File: config.mk
export PLATFORM = sky130hd
export DESIGN_NAME = token_scanner
export DESIGN_NICKNAME = d
export VERILOG_FILES = /design/src/design/tks_pkg.sv /design/src/design/token_scanner.sv /design/src/design/tks_lexer.sv /design/src/design/tks_res_fifo.sv
export SDC_FILE = /design/constraint.sdc
export NUM_CORES = 1
export LEC_CHECK = 0
export ABC_AREA = 1
export BUFFER_PORTS_ARGS = -buffer_cell sky130_fd_sc_hd__buf_2
export CORE_MARGIN = 10
export CORE_UTILIZATION = 57
export CTS_BUF_LIST = sky130_fd_sc_hd__clkbuf_16
export DETAILED_ROUTE_END_ITERATION = 6
export PLACE_DENSITY = 0.84
export SLEW_MARGIN = 20
export SYNTH_ARGS = -nofsm -noshare
export SYNTH_HDL_FRONTEND = slang
export SYNTH_SLANG_ARGS = --single-unit
File: constraint.sdc
create_clock -name clk -period 4 [get_ports clk]
set_input_delay 0.2 -clock clk [delete_from_list [all_inputs] [get_ports clk]]
set_output_delay 0.2 -clock clk [all_outputs]
set_load 0.05 [all_outputs]
File: src/design/tks_pkg.sv
`timescale 1ns / 1ps

package tks_pkg;

  // Position counter wraps at TEXT_LEN; the low 16 bits are reported.
  localparam int unsigned TEXT_LEN = 65536;
  localparam int unsigned POS_W    = $clog2(TEXT_LEN);

  localparam int unsigned KIND_W = 3;
  localparam int unsigned CODE_W = 4;
  localparam int unsigned LEN_W  = 16;

  localparam logic [KIND_W-1:0] KIND_OP  = 3'd0;
  localparam logic [KIND_W-1:0] KIND_KEY = 3'd1;
  localparam logic [KIND_W-1:0] KIND_ID  = 3'd2;
  localparam logic [KIND_W-1:0] KIND_DEC = 3'd3;
  localparam logic [KIND_W-1:0] KIND_OCT = 3'd4;
  localparam logic [KIND_W-1:0] KIND_HEX = 3'd5;
  localparam logic [KIND_W-1:0] KIND_ERR = 3'd6;
  localparam logic [KIND_W-1:0] KIND_END = 3'd7;

  localparam logic [CODE_W-1:0] CODE_NONE    = 4'd0;
  localparam logic [CODE_W-1:0] ERR_UNKNOWN  = 4'd0;
  localparam logic [CODE_W-1:0] ERR_BAD_HEX  = 4'd1;
  localparam logic [CODE_W-1:0] ERR_BAD_ZERO = 4'd2;

  typedef struct packed {
    logic [KIND_W-1:0] kind;
    logic [CODE_W-1:0] code;
    logic [LEN_W-1:0]  start;
    logic [LEN_W-1:0]  length;
    logic              last;
  } tks_res_t;

  // Up to two results from one character: a flushed pending token first,
  // then whatever the character produces on its own.
  typedef struct packed {
    logic     a_vld;
    tks_res_t a;
    logic     b_vld;
    tks_res_t b;
  } tks_pair_t;

endpackage

File: src/design/token_scanner.sv
// token_scanner: one character per transaction in, tokens out.
// Path: a character is held in the input register, and its results are then
//   written into the result queue, which offers them to the consumer.
// Throughput: one character per cycle while the queue has room; a character
//   that yields two tokens fills two queue entries, each taken separately, and
//   the input stalls once the result queue holds three or more tokens.
`timescale 1ns / 1ps

module token_scanner (
  input  logic        clk,
  input  logic        rst_n,
  input  logic        in_valid,
  output logic        in_stall,
  input  logic [7:0]  in_ch,
  output logic        out_valid,
  input  logic        out_stall,
  output logic [2:0]  out_token_kind,
  output logic [3:0]  out_token_code,
  output logic [15:0] out_token_start,
  output logic [15:0] out_token_length,
  output logic        out_run_last
);

  // Reset (rst_n low, synchronous): scanner idle, position zero, queue empty.

  // Input register: one character waiting for the scanner.
  logic       in_vld_r, in_vld_nxt;
  logic [7:0] in_ch_r;
  logic       in_take;

  // Scanner advances when a character is held and the queue can take two.
  logic               room;
  logic               step;
  logic               pop;
  tks_pkg::tks_pair_t pair;
  tks_pkg::tks_res_t  res;

  assign step     = in_vld_r && room;
  assign in_stall = in_vld_r && !room;
  assign in_take  = in_valid && !in_stall;

  always_comb begin
    in_vld_nxt = in_vld_r;
    if (in_take)   in_vld_nxt = 1'b1;
    else if (step) in_vld_nxt = 1'b0;
  end

  always_ff @(posedge clk) begin
    if (!rst_n) begin
      in_vld_r <= 1'b0;
    end else begin
      in_vld_r <= in_vld_nxt;
    end
  end

  // Payload needs no reset.
  always_ff @(posedge clk) begin
    if (in_take) in_ch_r <= in_ch;
  end

  // Token state machine: flush of the pending token plus the character's own.
  tks_lexer u_lexer (
    .clk   (clk),
    .rst_n (rst_n),
    .step  (step),
    .ch    (in_ch_r),
    .pair  (pair)
  );

  // Output side: result queue decouples the scanner from the consumer.
  assign pop = out_valid && !out_stall;

  tks_res_fifo u_fifo (
    .clk     (clk),
    .rst_n   (rst_n),
    .push    (step),
    .pair    (pair),
    .room    (room),
    .out_vld (out_valid),
    .pop     (pop),
    .out_res (res)
  );

  assign out_token_kind   = res.kind;
  assign out_token_code   = res.code;
  assign out_token_start  = res.start;
  assign out_token_length = res.length;
  assign out_run_last     = res.last;

endmodule

File: src/design/tks_lexer.sv
`timescale 1ns / 1ps

module tks_lexer (
  input  logic              clk,
  input  logic              rst_n,
  input  logic              step,
  input  logic [7:0]        ch,
  output tks_pkg::tks_pair_t pair
);

  typedef enum logic [2:0] {
    M_IDLE, M_ALPHA, M_IDENT, M_ZERO, M_DEC, M_OCT, M_ZX, M_HEX
  } mode_t;

  typedef struct packed {
    logic       hit;
    logic [3:0] idx;
  } kw_t;

  mode_t                     mode_r, mode_nxt;
  logic [tks_pkg::POS_W-1:0] pos_r, pos_nxt;
  logic [15:0]               start_r, start_nxt;
  logic [15:0]               len_r, len_nxt;
  logic [39:0]               letters_r, letters_nxt;
  logic [2:0]                cnt_r, cnt_nxt;

  logic       is_letter, is_digit, is_hexd, is_oct, is_sep;
  logic       fresh;
  logic [15:0] pos16;
  kw_t        kw;
  logic       op_hit;
  logic [3:0] op_idx;
  logic       a_vld, b_vld;
  tks_pkg::tks_res_t a, b;

  function automatic logic [15:0] sat_inc(input logic [15:0] v);
    sat_inc = (v != 16'hFFFF) ? v + 16'd1 : v;
  endfunction

  function automatic kw_t kw_match(input logic [39:0] l, input logic [2:0] n);
    kw_t k;
    k = '{hit: 1'b1, idx: 4'd0};
    if (n == 3'd2 && l == 40'h0000006966)      k.idx = 4'd0;  // if
    else if (n == 3'd4 && l == 40'h007468656E) k.idx = 4'd1;  // then
    else if (n == 3'd4 && l == 40'h00656C7365) k.idx = 4'd2;  // else
    else if (n == 3'd5 && l == 40'h7768696C65) k.idx = 4'd3;  // while
    else if (n == 3'd2 && l == 40'h000000646F) k.idx = 4'd4;  // do
    else                                       k.hit = 1'b0;
    return k;
  endfunction

  assign is_letter = (ch >= 8'h61 && ch <= 8'h7A) || (ch >= 8'h41 && ch <= 8'h5A);
  assign is_digit  = (ch >= 8'h30 && ch <= 8'h39);
  assign is_hexd   = is_digit || (ch >= 8'h61 && ch <= 8'h66);
  assign is_oct    = (ch >= 8'h30 && ch <= 8'h37);
  assign is_sep    = (ch == 8'h20) || (ch == 8'h0A) || (ch == 8'h09);
  assign pos16     = 16'(pos_r);
  assign kw        = kw_match(letters_r, cnt_r);

  always_comb begin
    op_hit = 1'b1;
    op_idx = 4'd0;
    unique case (ch)
      8'h2B:   op_idx = 4'd0;   // +
      8'h2D:   op_idx = 4'd1;   // -
      8'h2A:   op_idx = 4'd2;   // *
      8'h2F:   op_idx = 4'd3;   // /
      8'h3E:   op_idx = 4'd4;   // >
      8'h3C:   op_idx = 4'd5;   // <
      8'h3D:   op_idx = 4'd6;   // =
      8'h28:   op_idx = 4'd7;   // (
      8'h29:   op_idx = 4'd8;   // )
      8'h3B:   op_idx = 4'd9;   // ;
      8'h7C:   op_idx = 4'd10;  // |
      default: op_hit = 1'b0;
    endcase
  end

  always_comb begin
    mode_nxt    = mode_r;
    start_nxt   = start_r;
    len_nxt     = len_r;
    letters_nxt = letters_r;
    cnt_nxt     = cnt_r;
    pos_nxt     = (pos_r == tks_pkg::POS_W'(tks_pkg::TEXT_LEN - 1)) ? '0
                : pos_r + tks_pkg::POS_W'(1);
    fresh       = 1'b1;
    a_vld       = 1'b0;
    a           = '{kind: tks_pkg::KIND_ID, code: tks_pkg::CODE_NONE,
                    start: start_r, length: len_r, last: 1'b0};
    b_vld       = 1'b0;
    b           = '{kind: tks_pkg::KIND_ERR, code: tks_pkg::ERR_UNKNOWN,
                    start: pos16, length: 16'd1, last: 1'b1};

    // Pending token: extend it or flush it.
    unique case (mode_r)
      M_ALPHA: begin
        if (is_letter) begin
          if (cnt_r < 3'd5) letters_nxt = {letters_r[31:0], ch};
          if (cnt_r < 3'd6) cnt_nxt = cnt_r + 3'd1;
          len_nxt = sat_inc(len_r);
          fresh   = 1'b0;
        end else if (is_digit && !kw.hit) begin
          mode_nxt = M_IDENT;
          len_nxt  = sat_inc(len_r);
          fresh    = 1'b0;
        end else begin
          a_vld = 1'b1;
          if (kw.hit) begin
            a.kind = tks_pkg::KIND_KEY;
            a.code = kw.idx;
          end
        end
      end
      M_IDENT: begin
        if (is_letter || is_digit) begin
          len_nxt = sat_inc(len_r);
          fresh   = 1'b0;
        end else begin
          a_vld = 1'b1;
        end
      end
      M_ZERO: begin
        if (ch == 8'h78) begin
          mode_nxt = M_ZX;
          len_nxt  = 16'd2;
          fresh    = 1'b0;
        end else if (is_oct && ch != 8'h30) begin
          mode_nxt    = M_OCT;
          start_nxt   = pos16;
          len_nxt     = 16'd1;
          letters_nxt = '0;
          cnt_nxt     = '0;
          fresh       = 1'b0;
        end else begin
          a_vld    = 1'b1;
          a.length = 16'd1;
          if (is_digit) begin
            a.kind = tks_pkg::KIND_ERR;
            a.code = tks_pkg::ERR_BAD_ZERO;
          end else begin
            a.kind = tks_pkg::KIND_DEC;
          end
        end
      end
      M_DEC: begin
        if (is_digit) begin
          len_nxt = sat_inc(len_r);
          fresh   = 1'b0;
        end else begin
          a_vld  = 1'b1;
          a.kind = tks_pkg::KIND_DEC;
        end
      end
      M_OCT: begin
        if (is_oct) begin
          len_nxt = sat_inc(len_r);
          fresh   = 1'b0;
        end else begin
          a_vld  = 1'b1;
          a.kind = tks_pkg::KIND_OCT;
        end
      end
      M_ZX: begin
        if (is_hexd) begin
          mode_nxt    = M_HEX;
          start_nxt   = pos16;
          len_nxt     = 16'd1;
          letters_nxt = '0;
          cnt_nxt     = '0;
          fresh       = 1'b0;
        end else begin
          a_vld    = 1'b1;
          a.kind   = tks_pkg::KIND_ERR;
          a.code   = tks_pkg::ERR_BAD_HEX;
          a.length = 16'd2;
        end
      end
      M_HEX: begin
        if (is_hexd) begin
          len_nxt = sat_inc(len_r);
          fresh   = 1'b0;
        end else begin
          a_vld  = 1'b1;
          a.kind = tks_pkg::KIND_HEX;
        end
      end
      M_IDLE: begin
      end
      default: begin
      end
    endcase

    // Character not absorbed by the pending token: scan it on its own.
    if (fresh) begin
      mode_nxt = M_IDLE;
      if (ch == 8'h23) begin
        // end of text: emit end token and return to reset state
        b_vld       = 1'b1;
        b.kind      = tks_pkg::KIND_END;
        b.code      = tks_pkg::CODE_NONE;
        b.length    = 16'd0;
        pos_nxt     = '0;
        start_nxt   = '0;
        len_nxt     = '0;
        letters_nxt = '0;
        cnt_nxt     = '0;
      end else if (is_sep) begin
      end else if (is_letter) begin
        mode_nxt    = M_ALPHA;
        start_nxt   = pos16;
        len_nxt     = 16'd1;
        letters_nxt = {32'd0, ch};
        cnt_nxt     = 3'd1;
      end else if (is_digit) begin
        mode_nxt    = (ch == 8'h30) ? M_ZERO : M_DEC;
        start_nxt   = pos16;
        len_nxt     = 16'd1;
        letters_nxt = '0;
        cnt_nxt     = '0;
      end else begin
        b_vld = 1'b1;
        if (op_hit) begin
          b.kind = tks_pkg::KIND_OP;
          b.code = op_idx;
        end
      end
    end

    a.last = !b_vld;
  end

  assign pair = '{a_vld: a_vld, a: a, b_vld: b_vld, b: b};

  always_ff @(posedge clk) begin
    if (!rst_n) begin
      mode_r    <= M_IDLE;
      pos_r     <= '0;
      start_r   <= '0;
      len_r     <= '0;
      letters_r <= '0;
      cnt_r     <= '0;
    end else if (step) begin
      mode_r    <= mode_nxt;
      pos_r     <= pos_nxt;
      start_r   <= start_nxt;
      len_r     <= len_nxt;
      letters_r <= letters_nxt;
      cnt_r     <= cnt_nxt;
    end
  end

endmodule

File: src/design/tks_res_fifo.sv
`timescale 1ns / 1ps

// Four-entry result queue; takes up to two results per cycle, gives one.
module tks_res_fifo (
  input  logic               clk,
  input  logic               rst_n,
  input  logic               push,
  input  tks_pkg::tks_pair_t pair,
  output logic               room,
  output logic               out_vld,
  input  logic               pop,
  output tks_pkg::tks_res_t  out_res
);

  tks_pkg::tks_res_t mem_r [4];
  logic [1:0] wr_ptr_r, wr_ptr_nxt;
  logic [1:0] rd_ptr_r, rd_ptr_nxt;
  logic [2:0] count_r, count_nxt;
  logic [1:0] n_push;
  logic [1:0] wr_ptr_p1;
  tks_pkg::tks_res_t first, second;

  assign room      = (count_r <= 3'd2);
  assign out_vld   = (count_r != 3'd0);
  assign out_res   = mem_r[rd_ptr_r];
  assign wr_ptr_p1 = wr_ptr_r + 2'd1;

  always_comb begin
    n_push = push ? (2'(pair.a_vld) + 2'(pair.b_vld)) : 2'd0;
    first  = pair.a_vld ? pair.a : pair.b;
    second = pair.b;
    wr_ptr_nxt = wr_ptr_r + n_push;
    rd_ptr_nxt = rd_ptr_r + 2'(pop);
    count_nxt  = count_r + 3'(n_push) - 3'(pop);
  end

  always_ff @(posedge clk) begin
    if (!rst_n) begin
      wr_ptr_r <= '0;
      rd_ptr_r <= '0;
      count_r  <= '0;
    end else begin
      wr_ptr_r <= wr_ptr_nxt;
      rd_ptr_r <= rd_ptr_nxt;
      count_r  <= count_nxt;
    end
  end

  always_ff @(posedge clk) begin
    if (n_push != 2'd0) mem_r[wr_ptr_r] <= first;
    if (n_push == 2'd2) mem_r[wr_ptr_p1] <= second;
  end

endmodule

==> After elaboration in Yosys (flattened, before gate mapping) <==
Memory sizes are Yosys's and may differ from the RTL's. A register that Yosys moved wholly into a read port is not among the register bits.
Index checks and enable logic that the tools add are counted.
W data, S select, Z words.
{ "classes": {"n_addsub": 9, "n_lt_le_gt_ge": 11, "n_eq_ne": 40, "mux": 122, "n_reduce_logical": 33} }
{ "ops": {"columns": ["operator", "n"], "rows": [
  ["$mux W16", 30],
  ["$mux W40", 11],
  ["$pmux W40 S3", 1],
  ["$pmux W16 S7", 1],
  ["$eq A8 B6 Y1 const B", 13],
  ["$eq A40 B15 Y1 const B", 2],
  ["$eq A40 B31 Y1 const B", 2],
  ["$mux W7", 11],
  ["$mux W3", 25],
  ["$pmux W16 S2", 2],
  ["$eq A40 B39 Y1 const B", 1],
  ["$pmux W4 S10", 1],
  ["$add A16 B1 Y16 const B", 2],
  ["$mux W1", 26],
  ["$le A8 B7 Y1 const B", 3],
  ["$eq A3 B3 Y1 const B", 6],
  ["$pmux W3 S3", 2],
  ["$pmux W3 S6", 1],
  ["$eq A16 B16 Y1 const B", 1],
  ["$eq A8 B4 Y1 const B", 2],
  ["$eq A8 B7 Y1 const B", 2],
  ["$ge A8 B7 Y1 const B", 2],
  ["$le A8 B6 Y1 const B", 2],
  ["$logic_and A1 B1 Y1", 16],
  ["other kinds (31)", 50]
]} }
{ "totals": {"ff_bits": 110, "mem_bits_rw": 160, "memories": 1} }
{ "memory_table": {"columns": ["memory", "words", "width", "read_ports", "rd_clocked_by_memory_dff", "wr", "line_no", "text"], "rows": [
  ["u_fifo.mem_r", 4, 40, 1, 1, 2, "tks_res_fifo.sv:15", "tks_pkg::tks_res_t mem_r [4];"]
]} }

==> Logic depth before layout (Yosys ltp) <==
Gate-level depths: netlist of run 1.
{ "logic_depth": {"word_depth": 18, "ltp_mapped": 26, "mapped_depth_nobuf": 25} }

==> Hierarchy <==
A second synthesis of run 1 with hierarchy kept.
{ "unflattened": {"cells_unflattened": 2118, "hier_area_um2": 16148.0} }
{ "by_module_without_submodules": {"columns": ["module", "instances", "cells_each", "area_per_inst_um2"], "rows": [
  ["tks_res_fifo", 1, 1019, 9231.4],
  ["tks_lexer", 1, 1079, 6608.8],
  ["token_scanner", 1, 20, 307.8]
]} }

==> Worst setup path before layout of run 1 <==
OpenSTA, ideal clock, no wires.
{ "synth_timing": {"path_kind": "register to register", "start": "reg in_ch_r[1]", "end": "mem u_fifo.mem_r[3][17] (netlist bit) (enable)", "setup_time_ns": 0.379, "arrival_time_ns": 3.525, "required_ns": 3.621, "path_slack_ns": 0.096, "path_stages_with_launch": 21, "n_path_buf": 1, "cell_sequence": "edfxtp_1 > nor2_2 > nand2_1 > nor2_1 > nand2_1 > nand2_2 > nand2_2 > nor3_4 > nand2_2 > buf_4 > ha_1 > inv_1 > nor2_1 > nor2_1 > nor3_4 > inv_1 > nor2_1 > nand2_1 > inv_1 > nor2_1 > inv_1"} }
{ "synth_rtl": {"columns": ["element", "line_no", "text"], "rows": [
  ["start, declared", "token_scanner.sv:28", "logic [7:0] in_ch_r;"],
  ["start signal, assigned", "token_scanner.sv:58", "if (in_take) in_ch_r <= in_ch;"],
  ["end, declared", "tks_res_fifo.sv:15", null]
]} }

==> results by group, run 1 <==
Timing
  • Setup ws final: 0.2654 ns
  • FMAX: 267.8 MHz
  • Smallest hold slack: 0.04746 ns
  • RSZ-0062 raised after global routing: no
  • Hold Fails Final Rpt: 0
  • Slew margin rel.: 0.3000
  • Slew @ Worst Pin: 1.044 ns
  • Final Setup Violations: 0
  • Final period demand of the worst path: 3.735 ns
  • Setup TNS: 0 ns
  • Final Slew Violations: 0
  • Setup Skew: 0.01610 ns
  • Period utilization: 0.9337

Hold path
  • Hold crit path type: in -> reg
  • Hold_sp: rst_n
  • Hold EP: u_fifo.rd_ptr_r[0]$_SDFF_PN0_
  • Hold Path Stages: 3

Synth
  • Post-Synthesis Cell Area: 14480 um^2
  • Yosys top cell area share: 0.2296
  • Main area contributors after synthesis: dfxtp_1, edfxtp_1, nand2_1, nor2_1, o22ai_1
  • Synth Instances: 2028
  • Mapped Nets: 2051
  • Synth top cells by count: nand2_1, nor2_1, dfxtp_1
  • Flops & latches, synth: 270
  • Async set-reset flop share out of synthesis: 0
  • Cell taking the most area after synthesis: dfxtp_1
  • Most frequent cell after synthesis: nand2_1
  • Yosys Warn Count: 0
  • Post-synth top flop: dfxtp_1
  • Yosys cell types: 47
  • Sequential area share after synthesis: 0.4453
  • Post-Syn Area per Cell: 7.138 um^2
  • Count of flip-flops with a built-in enable after synthesis: 104

Setup path
  • Worst setup SP type: register
  • Crit Path Class: reg -> reg
  • R2r endpoint: u_fifo.mem_r[0][25]$_DFFE_PP_
  • R2R Path Start: in_ch_r[3]$_DFFE_PP_
  • CP required: 4.22 ns
  • Largest fanout on the critical path: 25
  • Cells on worst reg2reg path: 17
  • R2r setup slk: 0.27 ns
  • CP endpoint kind: register
  • Worst EP arrival: 3.95 ns

Floorplanning
  • Initial Utilization: 0.5765
  • Die width: 179.4 um
  • Die area: 32170 um^2
  • Num rows: 58
  • Core ar.: 25110 um^2
  • IO Pins: 54
  • Die height: 179.4 um

Pwr
  • Lkg Pwr: 6.205 nW
  • Worst VDD drop: 467.6 uV
  • Pwr dens: 563.0 nW/um^2

Route
  • Via Count: 14381
  • WL per Instance: 17.53 um
  • Routed WL: 42310 um
  • Antenna-violating nets left: 0
  • DRT iter0 DRCs: 1742
  • Vias/cell: 5.960
  • Drt pass-1 iters: 6
  • DRC: 0

Placed design
  • DP HPWL: 27680 um
  • Setup WS pre-CTS: 0.3106 ns
  • Gpl congestion: 1.017
  • IO buf count: 53

Layout
  • Filler cells: 2163
  • Nets: 2084
  • Share of layout cells above drive strength 1: 0.09361
  • Inserted Diodes: 0
  • Area Growth Syn to Fin: 11.11%
  • Multi-input gate area: 6965 um^2
  • Register area: 6447 um^2

Run
  • # Max-Cap Violations: 0

GRT
  • GRT Total Usage: 0.2567
  • Grt total ovfl: 0
  • Vias in the first global route: 13453
  • Initial antenna violation count: 0
  • Largest net degree at the start of global routing: 82
  • Global-route wire length before repair: 68170 um

Outcome
  • Status: completed

Clocking
  • CTS tree: yes
  • Clock latency on the worst-skew pair: 0.55 ns
  • Clock Tree Buf Depth: 3
  • Clk pin slew, worst setup/hold paths: 0.06 ns
  • Num CTS Buffers: 28
  • H-tree depth: 1
  • Clock root buffer: clkbuf_16
  • Clk sinks: 270
==> cells by family after synthesis <==
family,Yosys count,synth area share
flip-flops,270,0.4453
adder cells (fa/ha/maj),11,0.01003
AO/OA/AOI/OAI,461,0.1768
XOR/XNOR,11,0.006656
buffers and inverters,270,0.07416
AND/OR/NAND/NOR,1005,0.2871
==> critical path: stages (launching register included) <==
cell,delay (ns)
edfxtp_1,0.50
nor2_1,0.21
inv_1,0.11
nor2_2,0.16
nor2_1,0.09
nor2_4,0.08
nand2_1,0.11
a221oi_1,0.43
ha_1,0.33
inv_1,0.08
nor2_1,0.22
inv_1,0.11
nor2_1,0.19
inv_1,0.10
nor2_4,0.23
nor2_1,0.10
inv_1,0.08
buf_6,0.28
==> placed cells by master, fill, tap and decap left out, types with 53 or more instances in the layout <==
| cell | count |
|---|---|
| a21oi_1 | 117 |
| buf_2 | 53 |
| dfxtp_1 | 165 |
| edfxtp_1 | 104 |
| inv_1 | 157 |
| nand2_1 | 594 |
| nand3_1 | 89 |
| nor2_1 | 246 |
| o21ai_0 | 155 |
| o22ai_1 | 143 |
==> sequential cells by signal, indices dropped and copies added, names as in the netlist <==
signal,flops
u_lexer.start_r,16
u_fifo.count_r,3
u_fifo.wr_ptr_r,2
u_fifo.rd_ptr_r,2
u_lexer.pos16,16
u_lexer.mode_r,3
u_fifo.mem_r,160
u_lexer.cnt_r,3
u_lexer.len_r,16
in_vld_r,1
in_ch_r,8
u_lexer.letters_r,40
==> metrics by stage <==
stage                 util  instances  cell area, um^2  power, mW
global placement    0.5984       2350            15030      6.365
finish              0.6405       2413            16080      9.055
floorplan                -       2028            14480      5.653
detailed placement  0.5985       2350            15030      6.447
CTS                 0.6390       2411            16050      9.052
global route        0.6405       2413            16080      9.430
==> final cells by class <==
| cell class | count | area share |
|---|---|---|
| clock buffers | 30 | 0.04668 |
| clock inverters | 22 | 0.01097 |
| inverters | 168 | 0.03983 |
| multi-input cells | 1488 | 0.4331 |
| flip-flops and latches | 270 | 0.4009 |
| well taps | 330 | 0.02567 |
| repair buffers | 104 | 0.04240 |
| repair inverters | 1 | 0.0004668 |
==> metal layers <==
layer	global-route usage	vias to the layer above	wire length, um
li1	-	6856	-
met1	0.3335	6671	16850
met2	0.4303	763	19960
met3	0.04296	91	4555
met4	0.07892	0	947
met5	0	-	0
==> power by group <==
part           total [mW]  internal [mW]  leakage (nW)  switching, mW
sequential           3.19           3.07          2.27          0.118
clock                2.61           1.49         0.453           1.12
combinational        3.26          0.759          3.48           2.50
total                9.06           5.32          6.20           3.74
==> worst max path at each step <==
| stage | endpoint | slack, ns | from |
|---|---|---|---|
| after floorplan | u_fifo.mem_r[3][17]$_DFFE_PP_ | 0.1 | in_ch_r[1]$_DFFE_PP_ |
| after global placement | u_fifo.mem_r[3][30]$_DFFE_PP_ | 0.33 | in_ch_r[4]$_DFFE_PP_ |
| after detailed placement | u_fifo.mem_r[0][20]$_DFFE_PP_ | 0.31 | in_ch_r[1]$_DFFE_PP_ |
| after CTS | u_fifo.mem_r[0][20]$_DFFE_PP_ | 0.27 | in_ch_r[1]$_DFFE_PP_ |
| after global routing | u_fifo.mem_r[3][29]$_DFFE_PP_ | 0.02 | in_ch_r[4]$_DFFE_PP_ |
| final | u_fifo.mem_r[0][25]$_DFFE_PP_ | 0.27 | in_ch_r[3]$_DFFE_PP_ |
==> timing repair <==
item                       4_1_cts  5_1_grt
resized for setup                0        7
setup endpoints to repair        0       32
hold endpoints to repair         9        0
hold buffers                     9        0
setup buffers                    0        1
Note: power is estimated with default switching activity, not from simulation.
==> inputs of run 2 (changes only) <==
- CORE_UTILIZATION: 57 -> 67
- PLACE_DENSITY: 0.84 -> 0.92
- clock period: 4 -> 4.8 ns (I/O delays scaled with it)
==> run 2 against run 1 <==
Net effect: clock-buffer cell count decreased by 1; sequential power decreased by 17%; critical path type unchanged; final cell count decreased by 2.9%; first-iteration DRC count increased by 23%; clock skew decreased by 0.0030 ns; worst hold slack improved by 0.015 ns; highest routed layer is now met5.
==> results by group, run 2 (synthesis gave the netlist of run 1 again) <==
Placed design
  • IO buf count: 53 (unchanged)
  • Gpl congestion: 0.9635 (-5.3%)
  • Setup WS pre-CTS: 0.4155 ns (+0.1049 ns)
  • Inst Count DP: 2284 (-2.8%)
  • DP HPWL: 27070 um (-2.2%)
  • Placed cell areas: 14870 um^2 (-1.0%)

Setup path
  • Worst setup SP type: register
  • R2R Path Start: in_ch_r[1]$_DFFE_PP_
  • CP required: 5.25 ns (+1.03 ns)
  • Crit Path Class: reg -> reg
  • Worst EP arrival: 4.80 ns (+0.85 ns)
  • R2r endpoint: u_fifo.mem_r[2][0]$_SDFFE_PP1N_
  • Cells on worst reg2reg path: 18 (+1)
  • CP endpoint kind: register
  • Largest fanout on the critical path: 25 (unchanged)
  • R2r setup slk: 0.44 ns (+0.18 ns)

Floorplanning
  • Num rows: 53 (-8.6%)
  • Die area: 27880 um^2 (-13%)
  • Die height: 167.0 um (-6.9%)
  • Initial Utilization: 0.6843 (+0.1078)
  • Core ar.: 21150 um^2 (-16%)
  • Die width: 167.0 um (-6.9%)
  • IO Pins: 54 (unchanged)

Timing
  • Slew margin rel.: 0.2099 (-0.09013)
  • Smallest hold slack: 0.06260 ns (+0.01514 ns)
  • RSZ-0062 raised after global routing: no
  • Final Setup Violations: 0 (unchanged)
  • Hold Fails Final Rpt: 0 (unchanged)
  • Setup ws final: 0.4446 ns (+0.1793 ns)
  • Setup TNS: 0 ns (unchanged)
  • FMAX: 229.6 MHz (-14%)
  • Slew @ Worst Pin: 1.178 ns (+0.1344 ns)
  • Final period demand of the worst path: 4.355 ns (+0.6207 ns)
  • Setup Skew: 0.01315 ns (-0.002954 ns)
  • Final Slew Violations: 0 (unchanged)
  • Period utilization: 0.9074 (-0.02629)

Clocking
  • Post-CTS setup buffer count: 0 (unchanged)
  • Clock Tree Buf Depth: 3 (unchanged)
  • Clock latency on the worst-skew pair: 0.56 ns (about the same)
  • Post-CTS sizing: 0 (unchanged)
  • Clk sinks: 270 (unchanged)
  • Clk pin slew, worst setup/hold paths: 0.06 ns (about the same)
  • H-tree depth: 1 (unchanged)
  • Clock root buffer: clkbuf_16
  • CTS tree: yes
  • Num CTS Buffers: 28 (unchanged)

GRT
  • Vias in the first global route: 13569 (+0.86%)
  • Global-route wire length before repair: 67760 um (-0.59%)
  • Largest net degree at the start of global routing: 85 (+3.7%)
  • Grt total ovfl: 0 (unchanged)
  • GRT Total Usage: 0.2858 (+0.02913)
  • Initial antenna violation count: 1 (+1)

Outcome
  • Status: completed

Hold path
  • Hold Path Stages: 3 (unchanged)
  • Hold_sp: rst_n
  • Hold EP: u_fifo.rd_ptr_r[0]$_SDFF_PN0_
  • Hold crit path type: in -> reg

Route
  • WL per Instance: 18.15 um (+3.5%)
  • DRT iter0 DRCs: 2143 (+23%)
  • Antenna-violating nets left: 0 (unchanged)
  • DRC: 0 (unchanged)
  • Routed WL: 42540 um (+0.53%)
  • Vias/cell: 6.242 (+4.7%)
  • Drt pass-1 iters: 6 (unchanged)
  • Via Count: 14632 (+1.7%)

Layout
  • Commonest non-fill, non-tap cells in the layout: nand2_1, nor2_1, dfxtp_1
  • Largest register FFs: 160 (unchanged)
  • Multi-input gate area: 6963 um^2 (about the same)
  • Register area: 6447 um^2 (unchanged)
  • Fin area: 15870 um^2 (-1.4%)
  • Largest regs: u_fifo.mem_r (160), u_lexer.letters_r (40)
  • Largest Register: u_fifo.mem_r
  • Filler cells: 1525 (-29%)
  • Area Growth Syn to Fin: 9.603%
  • Final Instance Count excl. Fillers: 2344 (-2.9%)
  • Most common cell after layout, fill and taps aside: nand2_1
  • Inserted Diodes: 0 (unchanged)
  • Share of layout cells above drive strength 1: 0.08555 (-0.008066)
  • Nets: 2071 (-0.62%)
  • Post-Route Utilization: 0.7500 (+0.1095)

Pwr
  • Final Power: 7.497 mW (-17%)
  • Pwr dens: 472.5 nW/um^2 (-16%)
  • Lkg Pwr: 6.162 nW (-0.69%)
  • Worst VDD drop: 260.8 uV (-44%)

Run
  • # Max-Cap Violations: 0 (unchanged)
==> run 2: changes by cell type in the layout (fill, tap and decap cells not counted), moves of 2 or more <==
cell	delta
buf_4	-10
clkinv_1	+4
clkinv_2	+3
clkinvlp_4	-9
inv_2	+2
nor2_2	+2
==> run 2: worst max path at each step <==
stage               slack (ns)                              end            startpoint  cells after the start
floorplan                 0.90    u_fifo.mem_r[3][17]$_DFFE_PP_  in_ch_r[1]$_DFFE_PP_                     20
global placement          0.53    u_fifo.mem_r[3][27]$_DFFE_PP_  in_ch_r[1]$_DFFE_PP_                     19
detailed placement        0.42  u_fifo.mem_r[1][0]$_SDFFE_PP1N_  in_ch_r[1]$_DFFE_PP_                     19
CTS                       0.35  u_fifo.mem_r[1][0]$_SDFFE_PP1N_  in_ch_r[1]$_DFFE_PP_                     19
global route              0.11  u_fifo.mem_r[2][0]$_SDFFE_PP1N_  in_ch_r[1]$_DFFE_PP_                     18
finish                    0.44  u_fifo.mem_r[2][0]$_SDFFE_PP1N_  in_ch_r[1]$_DFFE_PP_                     18
==> run 2: layer usage <==
layer  vias to the layer above  wire length, um  track usage
li1                       6811                -            -
met1                      6710            16020       0.3673
met2                       993            20120       0.4693
met4                         2             1056      0.08935
met5                         -               13            0
met3                       116             5316      0.06378
==> run 2: timing repair <==
| action | 4_1_cts | 5_1_grt |
|---|---|---|
| hold buffers | 9 | 0 |
| hold endpoints to repair | 9 | 0 |
| endpoints found under the setup margin | 0 | 0 |
==> run 2: area by class of cell <==
type,count,share of cell area
multi-input combinational,1488,0.4389
timing repair buffer,92,0.03659
sequential,270,0.4064
inverter,168,0.03998
clock buffer,29,0.04574
clock inverter,22,0.01073
tap,275,0.02169
==> run 2: critical path: stages (launching register included) <==
cell,delay (ns)
edfxtp_1,0.47
nor2_2,0.22
inv_1,0.10
nor2_2,0.18
nor2_1,0.09
nor2_4,0.19
nand2_1,0.15
a221oi_1,0.44
ha_1,0.34
inv_1,0.08
nor2_1,0.06
nor2_1,0.27
nor3_4,0.06
buf_4,0.21
nor2_1,0.79
inv_1,0.09
buf_4,0.30
nor2_1,0.14
nor2_1,0.05
==> run 2: report_power, final <==
part	total (mW)	internal, mW	switching, mW
Sequential	2.65	2.56	0.0940
Clock	2.12	1.20	0.918
Combinational	2.72	0.615	2.11
Total	7.50	4.38	3.12
